### config.mk
export PLATFORM = sky130hd
export DESIGN_NAME = multicart_latch_bank_mapper
export DESIGN_NICKNAME = d
export VERILOG_FILES = /design/src/sv/mlbm_pkg.sv /design/src/sv/mlbm_remap.sv /design/src/sv/multicart_latch_bank_mapper.sv
export SDC_FILE = /design/constraint.sdc
export NUM_CORES = 1
export LEC_CHECK = 0
export CORE_UTILIZATION = 45
export CTS_CLUSTER_SIZE = 16
export DETAILED_ROUTE_END_ITERATION = 10
export DONT_BUFFER_PORTS = 1
export GPL_TIMING_DRIVEN = 0
export PLACE_DENSITY = 0.64
export SYNTH_ARGS = -nofsm -noshare
export SYNTH_HDL_FRONTEND = slang
export SYNTH_HIERARCHICAL = 1
export SYNTH_SLANG_ARGS = --single-unit
### constraint.sdc
create_clock -name clk -period 3.35 [get_ports clk]
set_clock_uncertainty 0.1 [all_clocks]
set_input_delay 0.67 -clock clk [delete_from_list [all_inputs] [get_ports clk]]
set_output_delay 0.67 -clock clk [all_outputs]
set_load 0.1 [all_outputs]
### src/sv/mlbm_pkg.sv
// shared types and constants for the multicart latch bank mapper
// no dependencies; imported by every module of the block
package mlbm_pkg;

  localparam int BANK_BITS_DEF = 8;

  // board variants
  localparam logic VARIANT_DATA = 1'b0;
  localparam logic VARIANT_ADDR = 1'b1;

  // 4 KiB page codes (address bits 15:12) used by the address-driven rules
  localparam logic [3:0] PAGE_A = 4'hA;
  localparam logic [3:0] PAGE_C = 4'hC;
  localparam logic [3:0] PAGE_D = 4'hD;
  localparam logic [3:0] PAGE_E = 4'hE;

  // mapping after reset: window 0 ram, banks 0,1,0,1 (bit w is lsb of bank w)
  localparam logic [3:0] RST_RAM      = 4'b0001;
  localparam logic [3:0] RST_BANK_LSB = 4'b1010;

  typedef struct packed {
    logic [15:0] cpu_address;
    logic [7:0]  write_data;
  } mlbm_in_t;

  typedef struct packed {
    logic [7:0] window0_bank;
    logic [7:0] window1_bank;
    logic [7:0] window2_bank;
    logic [7:0] window3_bank;
    logic       window0_is_ram;
    logic       window1_is_ram;
    logic       window2_is_ram;
    logic       window3_is_ram;
    logic       mirror_horizontal;
    logic       latch_taken;
  } mlbm_out_t;

endpackage

### src/sv/mlbm_remap.sv
// window mapping rules: latch contents and variant to four window mappings
// depends on mlbm_pkg; used by multicart_latch_bank_mapper
module mlbm_remap #(
  parameter int BANK_BITS = mlbm_pkg::BANK_BITS_DEF
) (
  input  logic                       variant,
  input  logic [15:0]                addr,
  input  logic [7:0]                 data,
  input  logic [BANK_BITS-1:0]       bank3_prev,
  input  logic                       ram3_prev,
  output logic [3:0][BANK_BITS-1:0]  bank,
  output logic [3:0]                 ram,
  output logic                       mirror
);
  import mlbm_pkg::*;

  logic [3:0][15:0] b;
  logic [3:0]       r;
  logic [1:0]       rw;
  logic             use_rw;
  logic [15:0]      ae;
  logic [15:0]      ao;
  logic [15:0]      q;

  assign ae = {addr[15:1], 1'b0};
  assign ao = {addr[15:1], 1'b1};
  assign q  = {1'b0, addr[15:2], 1'b0};

  always_comb begin
    b      = '0;
    r      = '0;
    b[3]   = 16'(bank3_prev);
    r[3]   = ram3_prev;
    use_rw = 1'b1;
    rw     = data[5:4];
    mirror = data[0];
    if (variant == VARIANT_DATA) begin
      if (data[1]) begin
        for (int w = 0; w < 4; w++) begin
          b[w] = {1'b0, addr[15:1]};
          r[w] = 1'b0;
        end
        // extra ram window opposite the main one
        b[rw ^ 2'b10] = '0;
        r[rw ^ 2'b10] = 1'b1;
      end else if (data[3]) begin
        b[0] = q;
        b[1] = q | 16'h0001;
        b[2] = q | 16'h0002;
        b[3] = q | {12'h000, data[2] & data[6], data[2], 2'b11};
        r    = '0;
      end else begin
        b[0] = q;
        b[1] = q | 16'h0001;
        b[2] = 16'h0000;
        b[3] = 16'h0001;
        r    = '0;
      end
    end else begin
      rw     = addr[10:9];
      mirror = addr[11];
      unique case (addr[15:12])
        PAGE_A: begin
          // window 3 keeps its previous mapping unless rw makes it the ram window
          b[0]   = ae;
          b[1]   = ao;
          b[2]   = 16'h0000;
          r[2:0] = 3'b000;
        end
        PAGE_C: begin
          b[0] = ae;
          b[1] = ao;
          b[2] = ae | 16'h0002;
          b[3] = ao | 16'h0002;
          r    = '0;
        end
        PAGE_D: begin
          for (int w = 0; w < 4; w++) begin
            b[w] = addr;
          end
          r                    = '0;
          use_rw               = 1'b0;
          b[{1'b0, addr[9]}]   = '0;
          r[{1'b0, addr[9]}]   = 1'b1;
          b[{1'b1, addr[9]}]   = '0;
          r[{1'b1, addr[9]}]   = 1'b1;
        end
        PAGE_E: begin
          b[0] = ae;
          b[1] = ao;
          b[2] = addr[8] ? (ae | 16'h000E) : 16'h0000;
          b[3] = addr[8] ? (ao | 16'h000E) : 16'h0001;
          r    = '0;
        end
        default: begin
          b[0]   = ae;
          b[1]   = ao;
          b[2]   = 16'h0000;
          b[3]   = 16'h0001;
          r      = '0;
          use_rw = 1'b0;
        end
      endcase
    end
    if (use_rw) begin
      b[rw] = '0;
      r[rw] = 1'b1;
    end
    for (int w = 0; w < 4; w++) begin
      bank[w] = b[w][BANK_BITS-1:0];
    end
    ram = r;
  end

endmodule

### src/sv/multicart_latch_bank_mapper.sv
// top level of the multicart latch bank mapper: input and result registers,
// latch and mapping state; depends on mlbm_pkg and mlbm_remap
//
// usage:
//   in_*  : one cpu write word (address, data) per valid/ready handshake
//   out_* : one result word per write: all four window mappings, the
//           mirroring and whether the write was latched
//   cfg_* : board variant, written with cfg_wr_en while the block is idle;
//           the mapping is recomputed from the current latch on that edge
// each write passes through the input register, then the result register,
//   before its result is presented
// throughput: one write per cycle while results are taken; the latch test
//   for a write uses the mapping left by the write before it, which the
//   single remap stage produces in the same cycle it registers the result
// a stalled result holds in the result register while one more write
//   waits in the input register; in_ready drops only when both are full
// reset (rst_n low, synchronous) empties both registers, selects the
//   data-driven variant, clears the latch and maps window 0 to ram with
//   rom banks 0,1,0,1 in the four windows
module multicart_latch_bank_mapper #(
  parameter int BANK_BITS = mlbm_pkg::BANK_BITS_DEF
) (
  input  logic                clk,
  input  logic                rst_n,
  input  logic                in_valid,
  output logic                in_ready,
  input  mlbm_pkg::mlbm_in_t  in_data,
  output logic                out_valid,
  input  logic                out_ready,
  output mlbm_pkg::mlbm_out_t out_data,
  input  logic                cfg_wr_en,
  input  logic                cfg_wr_data
);
  import mlbm_pkg::*;

  logic                      in_vld_r;
  mlbm_in_t                  in_data_r;
  logic                      out_vld_r;
  mlbm_out_t                 out_data_r;
  logic                      variant_r;
  logic [15:0]               lat_addr_r;
  logic [7:0]                lat_byte_r;
  logic [3:0][BANK_BITS-1:0] bank_r;
  logic [3:0]                ram_r;
  logic                      mirror_r;

  logic                      adv;
  logic                      take;
  logic                      rm_variant;
  logic [15:0]               rm_addr;
  logic [7:0]                rm_data;
  logic [3:0][BANK_BITS-1:0] rm_bank;
  logic [3:0]                rm_ram;
  logic                      rm_mirror;
  logic [3:0][BANK_BITS-1:0] res_bank;
  logic [3:0]                res_ram;
  logic                      res_mirror;
  logic [3:0][15:0]          res_ext;
  mlbm_out_t                 res;

  assign adv      = in_vld_r && (!out_vld_r || out_ready);
  assign in_ready = !in_vld_r || adv;

  // writes below cartridge space, below $a000 on the address variant, or
  // into a ram window leave the latch alone
  assign take = in_data_r.cpu_address[15]
             && !(variant_r == VARIANT_ADDR && in_data_r.cpu_address[14:13] == 2'b00)
             && !ram_r[in_data_r.cpu_address[14:13]];

  // a variant write reuses the remap logic on the current latch
  assign rm_variant = cfg_wr_en ? cfg_wr_data : variant_r;
  assign rm_addr    = cfg_wr_en ? lat_addr_r : in_data_r.cpu_address;
  assign rm_data    = cfg_wr_en ? lat_byte_r : in_data_r.write_data;

  mlbm_remap #(
    .BANK_BITS (BANK_BITS)
  ) u_remap (
    .variant    (rm_variant),
    .addr       (rm_addr),
    .data       (rm_data),
    .bank3_prev (bank_r[3]),
    .ram3_prev  (ram_r[3]),
    .bank       (rm_bank),
    .ram        (rm_ram),
    .mirror     (rm_mirror)
  );

  assign res_bank   = take ? rm_bank : bank_r;
  assign res_ram    = take ? rm_ram : ram_r;
  assign res_mirror = take ? rm_mirror : mirror_r;

  always_comb begin
    for (int w = 0; w < 4; w++) begin
      res_ext[w] = 16'(res_bank[w]);
    end
    res.window0_bank      = res_ext[0][7:0];
    res.window1_bank      = res_ext[1][7:0];
    res.window2_bank      = res_ext[2][7:0];
    res.window3_bank      = res_ext[3][7:0];
    res.window0_is_ram    = res_ram[0];
    res.window1_is_ram    = res_ram[1];
    res.window2_is_ram    = res_ram[2];
    res.window3_is_ram    = res_ram[3];
    res.mirror_horizontal = res_mirror;
    res.latch_taken       = take;
  end

  always_ff @(posedge clk) begin
    if (!rst_n) begin
      in_vld_r   <= 1'b0;
      out_vld_r  <= 1'b0;
      variant_r  <= VARIANT_DATA;
      lat_addr_r <= '0;
      lat_byte_r <= '0;
      ram_r      <= RST_RAM;
      mirror_r   <= 1'b0;
      for (int w = 0; w < 4; w++) begin
        bank_r[w] <= BANK_BITS'(RST_BANK_LSB[w]);
      end
    end else begin
      if (in_ready) begin
        in_vld_r <= in_valid;
      end
      if (adv) begin
        out_vld_r <= 1'b1;
      end else if (out_ready) begin
        out_vld_r <= 1'b0;
      end
      if (cfg_wr_en) begin
        variant_r <= cfg_wr_data;
        bank_r    <= rm_bank;
        ram_r     <= rm_ram;
        mirror_r  <= rm_mirror;
      end else if (adv && take) begin
        lat_addr_r <= in_data_r.cpu_address;
        lat_byte_r <= in_data_r.write_data;
        bank_r     <= rm_bank;
        ram_r      <= rm_ram;
        mirror_r   <= rm_mirror;
      end
    end
  end

  // payload registers
  always_ff @(posedge clk) begin
    if (in_valid && in_ready) begin
      in_data_r <= in_data;
    end
    if (adv) begin
      out_data_r <= res;
    end
  end

  assign out_valid = out_vld_r;
  assign out_data  = out_data_r;

endmodule

==> results of run 1 <==
[stage by stage]
stage / power (mW) / cell area, um2 / util [%] / hold slack [ps]
global route: 4.34 / 6740 / 53.0 / 230
floorplan: 2.25 / 5910 / - / 331
CTS: 4.23 / 6730 / 52.9 / 237
finish: 4.21 / 6740 / 53.0 / 245
detailed placement: 2.37 / 6130 / 48.2 / 348
global placement: 2.36 / 6130 / 48.2 / 338
[worst paths after layout]
path | start | to | slack (ps) | cells after the start
worst max-delay path | cfg_wr_en | out_data[36] | 340 | 9
worst min-delay path | in_data[12] | in_data_r[12] | 250 | 0
worst max register to register | out_valid | in_data_r[4] | 510 | 3
worst min register to register | lat_byte_r[0] | lat_byte_r[0] | 360 | 2
[metal layers]
metal / up-vias / track usage (%) / routed length [um]
li1: 1911 / - / -
met4: 0 / 8.27 / 266
met2: 133 / 35.4 / 6810
met1: 2028 / 29.9 / 6790
met5: - / 0 / 0
met3: 23 / 6.02 / 719
[placed cells by master, fill, tap and decap left out, types with 4 or more instances in the layout]
master / n
a21oi_1: 13
a22o_1: 34
a22oi_1: 19
a32oi_1: 10
buf_2: 7
buf_4: 5
buf_6: 9
clkbuf_1: 14
clkbuf_16: 17
clkinvlp_4: 4
dfxtp_1: 62
edfxtp_1: 61
inv_1: 12
mux2_2: 55
mux2i_1: 29
nand2_1: 58
nand2b_1: 6
nor2_1: 28
o21a_1: 5
o21ai_0: 9
o21bai_1: 5
o2bb2ai_1: 4
[flip-flops by register name, indices dropped and copies added, names as in the netlist]
name and cells:
out_data 38, bank_r 32, in_data_r 23, lat_addr_r 16
lat_byte_r 7, ram_r 4, in_vld_r 1, mirror_r 1
out_valid 1, variant_r 1
[area by class of cell]
class | count | area (um2) | share of cell area [%]
Clock buffer | 21 | 460 | 6.83
Multi-Input combinational cell | 325 | 2540 | 37.7
Buffer | 36 | 234 | 3.47
Sequential cell | 124 | 3090 | 45.9
Clock inverter | 11 | 143 | 2.12
Inverter | 13 | 48.8 | 0.724
Tap cell | 172 | 215 | 3.19
[power by group through the flow]
stage | registers, mW | logic [mW] | clock network [mW]
finish | 1.92 | 0.420 | 1.87
global route | 1.93 | 0.451 | 1.95
global placement | 1.95 | 0.407 | 0
detailed placement | 1.96 | 0.414 | 0
floorplan | 1.94 | 0.311 | 0
CTS | 1.93 | 0.417 | 1.89
[critical path: cells and delay by family]
kind	cells	cell delay (ps)
muxes	1	290
AOI/OAI and AO/OA	3	1070
and+or+nand+nor	2	300
buffers and inverters	3	740
[repair_timing]
action / in CTS / in global routing
resized for setup: 2 / 5
hold buffers: 0 / 0
endpoints found under the setup margin: 7 / 42
==> impl_metrics.toml, run 1 <==
[sta]
rsz0062_at_grt = "false"
fin_crit_ps = 3010
tightestPinTransition_ps = 1050
setup_viol = 0
tns_ps = 0
slew_headroom_pct = 30.3
finalHoldViolations = 0
maxSlewViolCount = 0
setup_ws_ps = 340
clock.fmax_ghz = 0.332
final.period_utilization_pct = 89.9

[power_and_ir_drop]
p_per_area_mw_per_mm2 = 625
power_leakage_nw = 2.44
vdd_drop_max_v = 0.000379
p_switching_mw = 1.17
clkPwrFrac_pct = 44.4
switching_share_pct = 27.8
p_int_mw = 3.04
pwr-share-seq_pct = 45.7
combPwrFrac_pct = 10.0

[floorplanning]
die_w_um = 117
start_util_pct = 46.5
die-area_mm2 = 0.0136
io_pins = 70
rows = 41
fp.coreArea_mm2 = 0.0127
dieHeight_um = 117

[grt]
antenna_found_initial = 0
grtUsageTotal_pct = 22.6
grt_max_degree = 39
grt_pass1_vias = 4024
grt_pass1_wl_mm = 22.3
overflow = 0

[setup_path]
worstPathRequired_ps = 3420
crit_top_cell = "clkbuf_2"
cp_slowest_cell = "o21ai_1"
cp-end-kind = "flip-flop"
crit_type = "primary input to flip-flop"
cp_max_fo = 10
cp.arrival_ps = 3080
crit_chain = "clkbuf_2 -> clkbuf_2 -> o21ai_1 -> buf_4 -> nand4b_1 -> o21a_1 -> a22oi_1 -> nor2_1 -> mux2_2"
startpoint_type = "primary input"
critPathMaxStageDelay_ps = 520

[synthesis]
synth_cells = 498
synth_area_mm2 = 0.00591
yosysWarnings = 6
avgSynthCellArea_um2 = 11.9
synth_nets = 528

[place]
port_buffers = 0
place.gp.congestion = 0.889
pre_cts_slack_ps = -457
hpwlAfterDp_mm = 10.1
dpl.cell_count = 670

[cells_and_area]
nNetsFinal = 547
drive_above_1_share_pct = 24.7
diodes = 0
n_fill_cell = 1152
finalNonFillerCells = 702
area_delta_synth_final_pct = 14.0

[detailed_routing]
ant_nets = 0
drt-total-wl_mm = 14.6
drc = 0
via_per_inst = 5.83
drt_iter0_markers = 266
wire_per_inst_um = 20.8
first_pass_iters = 5
num_vias = 4095

[clock_tree]
clkTransAtPathRegs_ps = 50
cts.sinks = 124
cts_tree = "built"
clockBufferDepth = 2
htreeDepth = 4
cts_setup_buffers = 0
numCtsBuffers = 17
insertion_delay_ps = 420
cts-root-buf = "clkbuf_16"

[hold_path]
hold_path.class = "primary input to flip-flop"

[outcome]
status = "complete, no violations"

[job]
cap_viol_max_count = 0
(Power assumes the default switching activity.)
==> run 2: changes to the inputs <==
--- a/config.mk
+++ b/config.mk
@@ -5,12 +5,14 @@
 export SDC_FILE = /design/constraint.sdc
 export NUM_CORES = 1
 export LEC_CHECK = 0
+export ABC_AREA = 1
 export CORE_UTILIZATION = 45
 export CTS_CLUSTER_SIZE = 16
 export DETAILED_ROUTE_END_ITERATION = 10
 export DONT_BUFFER_PORTS = 1
 export GPL_TIMING_DRIVEN = 0
 export PLACE_DENSITY = 0.64
+export SETUP_SLACK_MARGIN = 0.1
 export SYNTH_ARGS = -nofsm -noshare
 export SYNTH_HDL_FRONTEND = slang
 export SYNTH_HIERARCHICAL = 1
==> run 2 against run 1 <==
Against the previous run: global-route usage is 5.4 points higher; clock power decreased by 10%; sequential power about the same; synthesized area is 13% higher; cell count up 62%; sequential share of layout area shrank 4.7 points; wire length rose by 39%; worst setup slack got worse by 66 ps; combinational power grew 40%; fmax down 2.1%; critical path type unchanged; critical endpoint is now out_data[7]; largest cell class unchanged.
==> impl_metrics.toml, run 2 <==
[grt]
grtUsageTotal_pct = 27.9
grt_max_degree = 31
grt_pass1_wl_mm = 31.7
grt_pass1_vias = 5786
antenna_found_initial = 0
overflow = 0

[sta]
maxSlewViolCount = 0
finalHoldViolations = 0
rsz0062_at_grt = "false"
setup_viol = 0
slew_headroom_pct = 26.0
final.period_utilization_pct = 91.8
hold_ws_ps = 240
tightestPinTransition_ps = 1110
setup_ws_ps = 274
clock.fmax_ghz = 0.325
tns_ps = 0
fin_crit_ps = 3080

[cells_and_area]
fin_util_pct = 51.6
largest_reg_flops = 38
final_common_cell = "nand2_1"
finalNonFillerCells = 1137
nNetsFinal = 970
design_area_mm2 = 0.00750
drive_above_1_share_pct = 8.92
layout_common_cells = "nand2_1, nor2_1, nand3_1"
diodes = 0
area_delta_synth_final_pct = 12.0

[place]
port_buffers = 0
place_area_mm2 = 0.00695
hpwlAfterDp_mm = 14.5
dpl.cell_count = 1105
place.gp.congestion = 0.996
pre_cts_slack_ps = -341

[setup_path]
crit_type = "primary input to flip-flop"
startpoint_type = "primary input"
worstPathRequired_ps = 3380
r2r-start = "in_data_r[21]"
cp_max_fo = 10
r2r_setup_slack_ps = 370
r2r_end = "out_data[7]"
cp.arrival_ps = 3100
cp-end-kind = "flip-flop"
r2r_cells = 11

[clock_tree]
cts-root-buf = "clkbuf_16"
cts_tree = "built"
cts.sinks = 124
numCtsBuffers = 17
insertion_delay_ps = 420
clkTransAtPathRegs_ps = 60
htreeDepth = 4
cts-hold-fix-buffers = 0
clockBufferDepth = 2

[synthesis]
avgSynthCellArea_um2 = 7.28
synth_nets = 950
yosysWarnings = 6
synth_area_mm2 = 0.00670
synth_cells = 920

[detailed_routing]
via_per_inst = 5.61
drt_iter0_markers = 623
drc = 0
drt-total-wl_mm = 20.3
wire_per_inst_um = 17.8
first_pass_iters = 6
num_vias = 6383
ant_nets = 0

[floorplanning]
die_w_um = 124
io_pins = 70
dieHeight_um = 124
fp.coreArea_mm2 = 0.0145
start_util_pct = 46.1
rows = 44
die-area_mm2 = 0.0154

[power_and_ir_drop]
vdd_drop_max_v = 0.000305
power_leakage_nw = 3.08
power.total_mw = 4.22
p_per_area_mw_per_mm2 = 562

[hold_path]
hp-start = "in_data[6]"
hold_path.class = "primary input to flip-flop"
worstHoldPathCells = 0
whs_endpoint = "in_data_r[6]"

[job]
cap_viol_max_count = 0

[outcome]
status = "complete, no violations"
==> run 2: cell count changes in the layout (fill, tap and decap cells not counted), moves of 55 or more <==
cell / before / now
nand2_1: 58 / 233
nand3_1: 0 / 92
nor2_1: 28 / 104
inv_1: 12 / 87
a21oi_1: 13 / 71
o21ai_0: 9 / 65
mux2_2: 55 / 0
==> run 2: final cells by class <==
class / instances / area [um2]
fill: 1438 / 7030
multi-input combinational: 642 / 2990
clock buffer: 25 / 497
clock inverter: 7 / 40.0
sequential: 124 / 3090
timing repair buffer: 1 / 20.0
buffer: 60 / 278
tap: 184 / 230
inverter: 94 / 353
==> run 2: power by group <==
group	switching [mW]	internal, mW	total (mW)
registers	0.248	1.70	1.95
clock network	0.656	1.02	1.68
logic	0.429	0.161	0.590
total	1.33	2.88	4.22
==> run 2: worst max path at each step <==
stage                    from            to  depth (start not counted)
global placement    cfg_wr_en   out_data[7]                         13
floorplan           out_valid  in_data_r[0]                          3
finish              cfg_wr_en   out_data[7]                         13
global route        cfg_wr_en  out_data[15]                         14
detailed placement  cfg_wr_en   out_data[7]                         13
CTS                 cfg_wr_en   out_data[7]                         13
==> run 2: critical path, cell delays in order <==
cell	delay, ps
clkbuf_1	310
clkbuf_2	320
nand2_1	80
o21ai_0	340
inv_2	170
nor2_4	320
nand2_4	80
nand3_2	110
nand2_1	90
nor2_2	280
a21oi_1	110
nand2_1	80
o21ai_0	130
==> run 2: per-layer routing <==
metal | share of wire (%) | routed length [um] | vias to the layer above | global-route usage [%]
li1 | - | - | 3086 | -
met1 | 43 | 8790 | 2972 | 36.5
met2 | 47 | 9510 | 297 | 44.7
met3 | 7.6 | 1540 | 28 | 6.82
met4 | 2.1 | 423 | 0 | 10.2
met5 | 0 | 0 | - | 0
==> run 2: repair_timing <==
action,CTS,global route
gates cloned,0,0
resized for setup,2,6
endpoints found under the setup margin,25,16
setup buffers,0,0
